## config.mk

```make
export PLATFORM = sky130hd
export DESIGN_NAME = tavp_div
export DESIGN_NICKNAME = d
export VERILOG_FILES = /design/src/rtl/tavp_pkg.sv /design/src/rtl/tavp_div.sv
export SDC_FILE = /design/constraint.sdc
export NUM_CORES = 1
export LEC_CHECK = 0
export ABC_AREA = 1
export BUFFER_PORTS_ARGS = -buffer_cell sky130_fd_sc_hd__buf_2
export CORE_MARGIN = 5
export CORE_UTILIZATION = 40
export CTS_CLUSTER_DIAMETER = 60
export DETAILED_ROUTE_END_ITERATION = 12
export SLEW_MARGIN = 20
export SYNTH_ARGS = -nofsm -noshare
export SYNTH_HDL_FRONTEND = slang
export SYNTH_SLANG_ARGS = --single-unit
```

## constraint.sdc

```tcl
create_clock -name clk -period 8.3 [get_ports clk]
set_clock_uncertainty 0.15 [all_clocks]
set_input_delay 0.415 -clock clk [delete_from_list [all_inputs] [get_ports clk]]
set_output_delay 0.415 -clock clk [all_outputs]
set_load 0.05 [all_outputs]
```

## src/rtl/tavp_pkg.sv

```systemverilog
// Package for the three-axis velocity PID: widths, register indexes, helpers.
// No dependencies.
package tavp_pkg;
  localparam int DW = 16;
  localparam int AW = 40;
  localparam int RW = 48;
  localparam int NREG = 7;
  localparam int SW = 17;

  typedef enum logic [2:0] {
    REG_KP = 3'd0, REG_KI = 3'd1, REG_KD = 3'd2, REG_IL = 3'd3,
    REG_AL = 3'd4, REG_FL = 3'd5, REG_FF = 3'd6
  } reg_idx_t;

  localparam logic [SW-1:0] STEP_FALLBACK = 17'd655;
  localparam logic [SW-1:0] STEP_ONE = 17'd65536;

  localparam logic signed [AW-1:0] ACC_MAX = {1'b0, {(AW-1){1'b1}}};
  localparam logic signed [AW-1:0] ACC_MIN = {1'b1, {(AW-1){1'b0}}};

  // Divider control between sequencer and divider.
  typedef struct packed {
    logic start;
    logic signed [40:0] num;
    logic [SW-1:0] den;
  } div_req_t;

  function automatic logic signed [AW-1:0] sat_acc(input logic signed [63:0] x);
    if (x > 64'(ACC_MAX)) return ACC_MAX;
    else if (x < 64'(ACC_MIN)) return ACC_MIN;
    else return x[AW-1:0];
  endfunction
endpackage

```

## src/rtl/tavp_div.sv

```systemverilog
// Serial restoring divider, one quotient bit per cycle, truncates toward zero.
// Depends on tavp_pkg.
module tavp_div import tavp_pkg::*; (
  input  logic clk,
  input  logic rst,
  input  div_req_t req,
  output logic busy,
  output logic signed [40:0] quo
);
  logic [40:0] mag;
  logic [40:0] q;
  logic [SW:0] rem;
  logic [SW-1:0] den;
  logic neg;
  logic [5:0] cnt;
  logic [SW:0] trial;

  assign trial = {rem[SW-1:0], mag[40]} - {1'b0, den};

  always_ff @(posedge clk) begin
    if (rst) begin
      busy <= 1'b0;
      cnt <= '0;
    end else if (req.start) begin
      busy <= 1'b1;
      cnt <= 6'd41;
      neg <= req.num[40];
      mag <= req.num[40] ? 41'(-req.num) : req.num;
      rem <= '0;
      den <= req.den;
      q <= '0;
    end else if (busy) begin
      mag <= {mag[39:0], 1'b0};
      if (!trial[SW]) begin
        rem <= trial;
        q <= {q[39:0], 1'b1};
      end else begin
        rem <= {rem[SW-1:0], mag[40]};
        q <= {q[39:0], 1'b0};
      end
      cnt <= cnt - 6'd1;
      if (cnt == 6'd1) busy <= 1'b0;
    end
  end

  assign quo = neg ? 41'(-q) : q;
endmodule

```

==> metrics.txt, run 1 <==
CTS tree=yes; area grow syn2layout=15.5%; Pre-antenna DRT Iters=5; # port buffers=102; IR drop worst, VDD=0.000108 V; Die Area=24,200 sq um; synthesized cell area=8460 sq um; P_sw=0.000633 W; Synth Instances=1,139; crit path launch type=register; RSZ-0062 raised after global routing=false; Slew HR=32.7%; Post-synth ARST share=0%; fin crit period=3.19 ns; Synth area leader=edfxtp_1; Synth Register Bits=124; final count of negative-setup-slack endpoints=0; Comb power frac=24.5%; clk root buf=clkbuf_16; Slew Viols, Final=0; syn_nets=1,222; Rows=53; Placer Congestion=0.885; CP max-delay cell=edfxtp_1; Vias=7,434; Tcrit/Tclk final=38.4%; Critical Path RT=7.74 ns; Crit path buffers/inverters=2; CP peak stage delay=0.42 ns; nets=1,318; family with the most delay on the worst path=simple AND/OR/NAND/NOR gates; setup_tns=0 ns; IO Count=103; Sw Ratio=32.8%; Fin. Hold Viols=0; Synth area leaders=edfxtp_1, nand2_1, nor2_1; internal power=0.00130 W; H-tree levels=4; post-CTS setup buffers=0; Antenna Violating Nets Remaining=0; mean number of vias per cell=4.88; Synth Area per Inst=7.43 sq um; outcome=completed; Leak Pwr=4.59 nW; Crit. End Element=output pin; total global routing overflow=0; Synth cell types=38; DP Wirelength=15.9 mm; final core occ=46.7%; cts bufs inserted=17; layout cells sized above 1=13.3%; DRT iter0 DRCs=548; core box area=21,000 sq um; Max Fclk=0.314 GHz; first-pass GRT wire length=34.1 mm; # DRC=0; Synth top area share=41.5%; number of synthesis warnings=0; Reg2Reg Setup Slack=5.71 ns; P per Cell Area=198 nW/um^2; PostCTS Resize Cnt=0; final WL=21.2 mm; Finished Cell Area=9780 sq um; number of synthesized flops with an enable pin=117; Crit Path Category=reg -> out; Crit path arrival time=2.62 ns; wire length per cell=13.9 um; Total GRT Usage=17.5%; worst path cell trace=inv_1 > ha_1 > nand3_1 > nor2_1 > nand2_1 > nor3b_1 > xor2_1 > nand2_1 > nand2_1 > buf_2; area of placed instances=9230 sq um; Hold WC Path Type=in -> reg; Worst-Margin Slew=1.01 ns; initial antenna violation count=0; Worst-Skew Late Latency=0.42 ns; CTS sink count=124; CTS Hold Bufs=0; largest net degree at the start of global routing=79; count of maximum capacitance violations=0; Reg clk slew, reported paths=0.05 ns; Die Width=155 um; most frequent CP cell=nand2_1; Die Height=155 um; ys flop type=edfxtp_1; post-synthesis sequential area ratio=43.2%; Crit Path Max Fanout=6; Flop pwr share=39.9%; CTS max path bufs=2; starting density of the core=40.4%; ANT cells=0; vias in the first global route=6,943; part of the power in the clock network=35.6%
registers in the layout (all words and copies together), names as in the netlist:
signal / cells
busy: 1
cnt: 6
den: 17
mag: 41
neg: 1
q: 41
rem: 17
cell type report:
type | instances | area, sq um
fillers | 2172 | 11200
multi-input cells | 821 | 4070
flip-flops and latches | 124 | 3650
inverters | 165 | 619
repair buffers | 106 | 541
clock buffers | 21 | 450
well taps | 275 | 344
clock inverters | 11 | 93.8
path summary, 6_finish.rpt:
path                from      end  cells past startpoint
setup / recovery    q[0]  quo[32]                     10
hold / removal    req[2]   den[2]                      1
setup reg to reg    busy    q[15]                      3
hold reg to reg   cnt[1]   cnt[1]                      2
cells in the final DEF (no fill, tap or decap), drive strengths merged, types with 8 or more instances in the layout:
| master | instances |
|---|---|
| nand2 | 324 |
| nor2 | 189 |
| inv | 166 |
| edfxtp | 117 |
| buf | 106 |
| nand3 | 89 |
| xor2 | 59 |
| o21ai | 53 |
| ha | 21 |
| clkbuf | 21 |
| nand4 | 18 |
| a21oi | 17 |
| nor3 | 14 |
| nand3b | 10 |
| a31oi | 8 |
cells in the mapped netlist, types with 14 or more instances:
library cell    n
o21ai_0        45
clkbuf_1       18
nand2_1       317
ha_1           21
inv_1         163
nor2_1        179
nor3_1         14
nand3_1        86
xor2_1         59
a21oi_1        16
nand4_1        18
edfxtp_1      117
per-layer routing:
metal | GRT usage [%] | up-vias | share of wire, %
met4 | 5.00 | 0 | 1.5
met2 | 26.7 | 188 | 44
li1 | - | 3844 | -
met1 | 25.7 | 3376 | 49
met5 | 0 | - | 0
met3 | 2.95 | 26 | 5.3
kinds of logic after synthesis:
group           count (synthesis)  synth area share, %
flops                         124                 43.2
compound gates                 84                 5.45
xor+xnor                       63                 6.52
fa+ha+maj                      22                 3.34
simple gates                  652                 32.6
buf+inv                       194                 8.88
metrics by stage:
stage	hold WS, ns	std cells	total power (W)	setup slack [ns]
2_1_floorplan	0.319	1139	0.00114	2.59
3_5_place_dp	0.348	1491	0.00126	4.92
6_report	0.0212	1523	0.00193	5.11
5_1_grt	0.00435	1523	0.00204	4.88
4_1_cts	0.00280	1523	0.00195	5.08
3_3_place_gp	0.343	1491	0.00125	4.91
power groups by stage:
stage	logic, W	clock network (W)	registers [W]
floorplan	0.000360	0	0.000779
global placement	0.000472	0	0.000782
detailed placement	0.000475	0	0.000782
CTS	0.000477	0.000701	0.000770
global route	0.000529	0.000733	0.000775
finish	0.000474	0.000688	0.000770
Note: power is estimated with default switching activity, not from simulation.
==> run 2: changes to the inputs <==
Clock period 8.3 ns to 2.6 ns, I/O delays scaled along.
==> run 2 against run 1 <==
- the run now ends with negative hold slack left
- highest routed layer unchanged
- total power rose to 3.2 times the previous value
- design area up 8.9%
- setup slack worse by 5.0 ns
- non-clock buffer count up 65
- critical endpoint is now quo[29]
- sequential power rose to 3.2 times the previous value
==> metrics.txt, run 2 (synthesized netlist as in run 1, its figures left out) <==
most frequent CP cell=nor2_1; setup ws final=0.0826 ns; CTS sink count=124; non-filler cells, final=1,588; P per Cell Area=590 nW/um^2; area grow syn2layout=25.7%; outcome=finished with violations; CP max-delay cell=edfxtp_1; Slew HR=74.4%; Worst-Skew Late Latency=0.42 ns; Fin. Hold Viols=1; ANT cells=0; Slew Viols, Final=0; Critical Path RT=2.32 ns; mean number of vias per cell=4.84; DP Wirelength=15.8 mm; final count of negative-setup-slack endpoints=0; Placer Congestion=0.900; Antenna Violating Nets Remaining=0; crit path launch type=register; Crit Path Max Fanout=4; Tcrit/Tclk final=96.8%; Die Height=155 um; Reg clk slew, reported paths=0.06 ns; IO Count=103; cts bufs inserted=17; Largest regs=mag (41), q (41); layout cells sized above 1=17.4%; min-delay src=req[22]; starting density of the core=40.4%; # port buffers=102; initial antenna violation count=0; # placed instances=1,498; violated checks=negative hold slack; core box area=21,000 sq um; commonest non-fill, non-tap cell in the layout=nand2_1; fin crit period=2.52 ns; worst path cell trace=nor2_1 > nand2_1 > nor2_1 > nand3b_1 > nand2_2 > nand2_4 > a21oi_4 > xor2_1 > buf_4; RSZ-0062 raised after global routing=true; Crit Path Category=reg -> out; r2r startpoint=mag[40]; final WL=21.8 mm; count of maximum capacitance violations=0; Power Total=0.00628 W; Crit path arrival time=2.24 ns; CTS max path bufs=2; final core occ=50.8%; largest net degree at the start of global routing=64; CP peak stage delay=0.43 ns; Fin Hold WS=-0.00385 ns; Hold WC Path Type=in -> reg; Total GRT Usage=18.3%; Worst Setup SP=q[4]; Die Area=24,200 sq um; Rows=53; nets=1,383; H-tree levels=4; Worst-Margin Slew=0.384 ns; wire length per cell=13.7 um; vias in the first global route=7,514; # DRC=0; IR drop worst, VDD=0.000426 V; DRT iter0 DRCs=401; total global routing overflow=0; dpl ws=0.0814 ns; Die Width=155 um; Max Fclk=0.397 GHz; Crit. End Element=output pin; clk root buf=clkbuf_16; Vias=7,679; first-pass GRT wire length=36.2 mm; CTS tree=yes; Leak Pwr=4.91 nW; most frequent cells in the layout=nand2_1, nor2_1, inv_1, edfxtp_1, buf_2; Pre-antenna DRT Iters=5; Reg2Reg Setup Slack=0.22 ns
==> run 2: changes by cell type in the layout (fill, tap and decap cells not counted), moves of 7 or more <==
cell	before	now
dlygate4sd3_1	0	45
buf_4	4	32
buf_2	102	83
nor2_1	177	161
nor2_2	9	23
nand2_1	317	309
nand2_2	3	10
==> run 2: repair_timing <==
item | CTS | global route
hold buffers | 45 | 0
setup buffers | 3 | 10
endpoints found under the setup margin | 18 | 36
endpoints found under the hold margin | 50 | 0
pin swaps | 1 | 12
gates resized for setup | 29 | 49
==> run 2: per-layer routing <==
metal / vias up / routed length [um] / GRT usage (%)
met5: - / 0 / 0
met2: 188 / 10100 / 29.8
li1: 3967 / - / -
met3: 15 / 1030 / 3.28
met4: 0 / 156 / 4.79
met1: 3509 / 10500 / 25.3
==> run 2: per-stage QoR <==
stage / setup TNS, ns / instance area, sq um / hold slack [ns]
after global placement: 0 / 9320 / 0.158
after global routing: -0.162 / 10600 / 0.0185
after floorplan: 0 / 8480 / 0.0491
after CTS: -0.00599 / 10400 / 0.000373
final: 0 / 10600 / -0.00385
after detailed placement: 0 / 9320 / 0.158
==> run 2: path summary, 6_finish.rpt <==
kind                                end  cells after the start
worst max-delay path            quo[29]                      9
worst min-delay path             mag[5]                      3
worst max register to register  rem[16]                     15
worst min register to register   cnt[0]                      2
==> run 2: report_power, final <==
group	switching, W	internal, W
clock	0.000914	0.00127
sequential	0.0000794	0.00237
combinational	0.00110	0.000544
total	0.00209	0.00418
==> run 2: area by class of cell <==
class / instances / area, sq um
fill: 2110 / 10300
multi-input combinational: 821 / 4250
sequential: 124 / 3660
timing repair buffer: 171 / 1230
inverter: 165 / 622
clock buffer: 22 / 464
tap: 275 / 344
clock inverter: 10 / 68.8
==> run 2: critical path: cells and delay by family (launching register included) <==
| kind | cells | cell delay (ns) |
|---|---|---|
| DFF | 1 | 0.43 |
| AOI/OAI and AO/OA | 1 | 0.16 |
| buffers and inverters | 1 | 0.22 |
| xor gates and xnor gates | 1 | 0.17 |
| and+or+nand+nor | 6 | 0.84 |
==> run 3: changes to the inputs <==
Settings changed: GPL_TIMING_DRIVEN set to 0.
==> run 3 against run 2 <==
- register-to-register slack lost 0.09 ns
- sequential power is essentially flat
- utilization rose by 1.2 points
- critical endpoint is now quo[23]
- largest power group unchanged
- final cell count is 2.1% higher
- global-route usage is 0.54 points higher
- critical path depth shrank 1
- largest cell class unchanged
- the flow now finishes without violations
- via count is 2.7% higher
==> metrics.txt, run 3 (synthesized netlist as in run 1, its figures left out) <==
Vias=7,885; clk root buf=clkbuf_16; CP max-delay cell=edfxtp_1; IR drop worst, VDD=0.000406 V; register area=3660 sq um; Antenna Violating Nets Remaining=0; setup_tns=0 ns; wire length per cell=14.0 um; outcome=completed; commonest non-fill, non-tap cell in the layout=nand2_1; Slew Viols, Final=0; Die Width=155 um; most frequent cells in the layout=nand2_1, nor2_1, inv_1, edfxtp_1, buf_2; count of maximum capacitance violations=0; Max Fclk=0.397 GHz; area grow syn2layout=28.6%; area of the multi-input gates=4260 sq um; # port buffers=101; Leak Pwr=5.03 nW; core box area=21,000 sq um; Crit Path Max Fanout=3; H-tree levels=4; cts bufs inserted=17; largest net degree at the start of global routing=27; layout cells sized above 1=17.9%; first-pass GRT wire length=36.9 mm; DRT iter0 DRCs=407; vias in the first global route=7,579; CTS tree=yes; mean number of vias per cell=4.86; P per Cell Area=596 nW/um^2; Reg clk slew, reported paths=0.06 ns; dpl ws=-0.0400 ns; Die Area=24,200 sq um; most frequent CP cell=buf_4; CTS sink count=124; initial antenna violation count=0; Worst-Margin Slew=0.706 ns; final WL=22.7 mm; setup ws final=0.0799 ns; family with the most delay on the worst path=buffers and inverters; RSZ-0062 raised after global routing=true; ANT cells=0; Fin. Hold Viols=0; fillcell total=2,073; Slew HR=52.9%; final count of negative-setup-slack endpoints=0; # placed instances=1,520; Critical Path RT=2.32 ns; Hold WC Path Type=in -> reg; # DRC=0; Tcrit/Tclk final=96.9%; Crit path arrival time=2.24 ns; IO Count=103; Total GRT Usage=18.8%; Pre-antenna DRT Iters=5; starting density of the core=40.4%; DP Wirelength=17.0 mm; Placer Congestion=0.887; fin crit period=2.52 ns; total global routing overflow=0; nets=1,416; final core occ=52.0%; Worst-Skew Late Latency=0.42 ns; Die Height=155 um; crit path launch type=register; Power Total=0.00649 W; worst path cell trace=inv_2 > buf_4 > nand3_2 > nand3b_1 > buf_4 > o21ai_1 > xor2_1 > buf_4; Rows=53; Crit Path Category=reg -> out; non-filler cells, final=1,621; Crit path buffers/inverters=4; Largest regs=mag (41), q (41); Crit. End Element=output pin; CTS max path bufs=2; CP peak stage delay=0.44 ns
==> run 3: worst min-delay path, stage by stage <==
cell and delay, ns:
buf_2 0.12, xor2_1 0.06, o21ai_0 0.16
==> run 3: metal layers <==
metal | part of all wire (%) | track usage, % | routed length (um) | vias to the layer above
met1 | 47 | 25.4 | 10700 | 3638
met4 | 1.3 | 4.75 | 293 | 0
met5 | 0 | 0 | 0 | -
met2 | 47 | 31.2 | 10700 | 184
li1 | - | - | - | 4042
met3 | 4.7 | 3.81 | 1070 | 21
==> run 3: area by class of cell <==
class                           instances  share of cell area [%]
Multi-Input combinational cell        821                    39.1
Clock buffer                           17                    3.91
Inverter                              165                    5.73
Tap cell                              275                    3.16
Sequential cell                       124                    33.6
Clock inverter                         15                    1.36
Buffer                                 29                    1.25
Timing Repair Buffer                  175                    11.9
==> run 3: worst paths after layout <==
path,startpoint,end,slack (ns),cells past startpoint
setup / recovery,q[0],quo[23],0.08,8
hold reg to reg,busy,cnt[1],0.35,1
hold / removal,req[23],mag[6],0.02,3
setup reg to reg,rem[13],rem[4],0.13,12
==> run 3: what timing repair did <==
action                                 in CTS  in global routing
setup endpoints to repair                  20                 24
endpoints found under the hold margin      55                  0
pin swaps                                   4                 17
hold buffers                               50                  0
gates resized for setup                    30                 51
setup buffers                               5                 14
gates cloned                                0                  0
==> run 3: through the flow <==
| stage | hold WS, ns | area [sq um] |
|---|---|---|
| floorplan | 0.0491 | 8480 |
| finish | 0.0178 | 10900 |
| global route | 0.0305 | 10900 |
| CTS | 0.00150 | 10600 |
| detailed placement | 0.158 | 9440 |
| global placement | 0.158 | 9330 |
==> run 3: power breakdown <==
group | internal [W] | total, W | switching, W | leakage, nW
Combinational | 0.000575 | 0.00170 | 0.00112 | 3.57
Sequential | 0.00237 | 0.00246 | 0.0000825 | 1.19
Clock | 0.00141 | 0.00234 | 0.000936 | 0.271
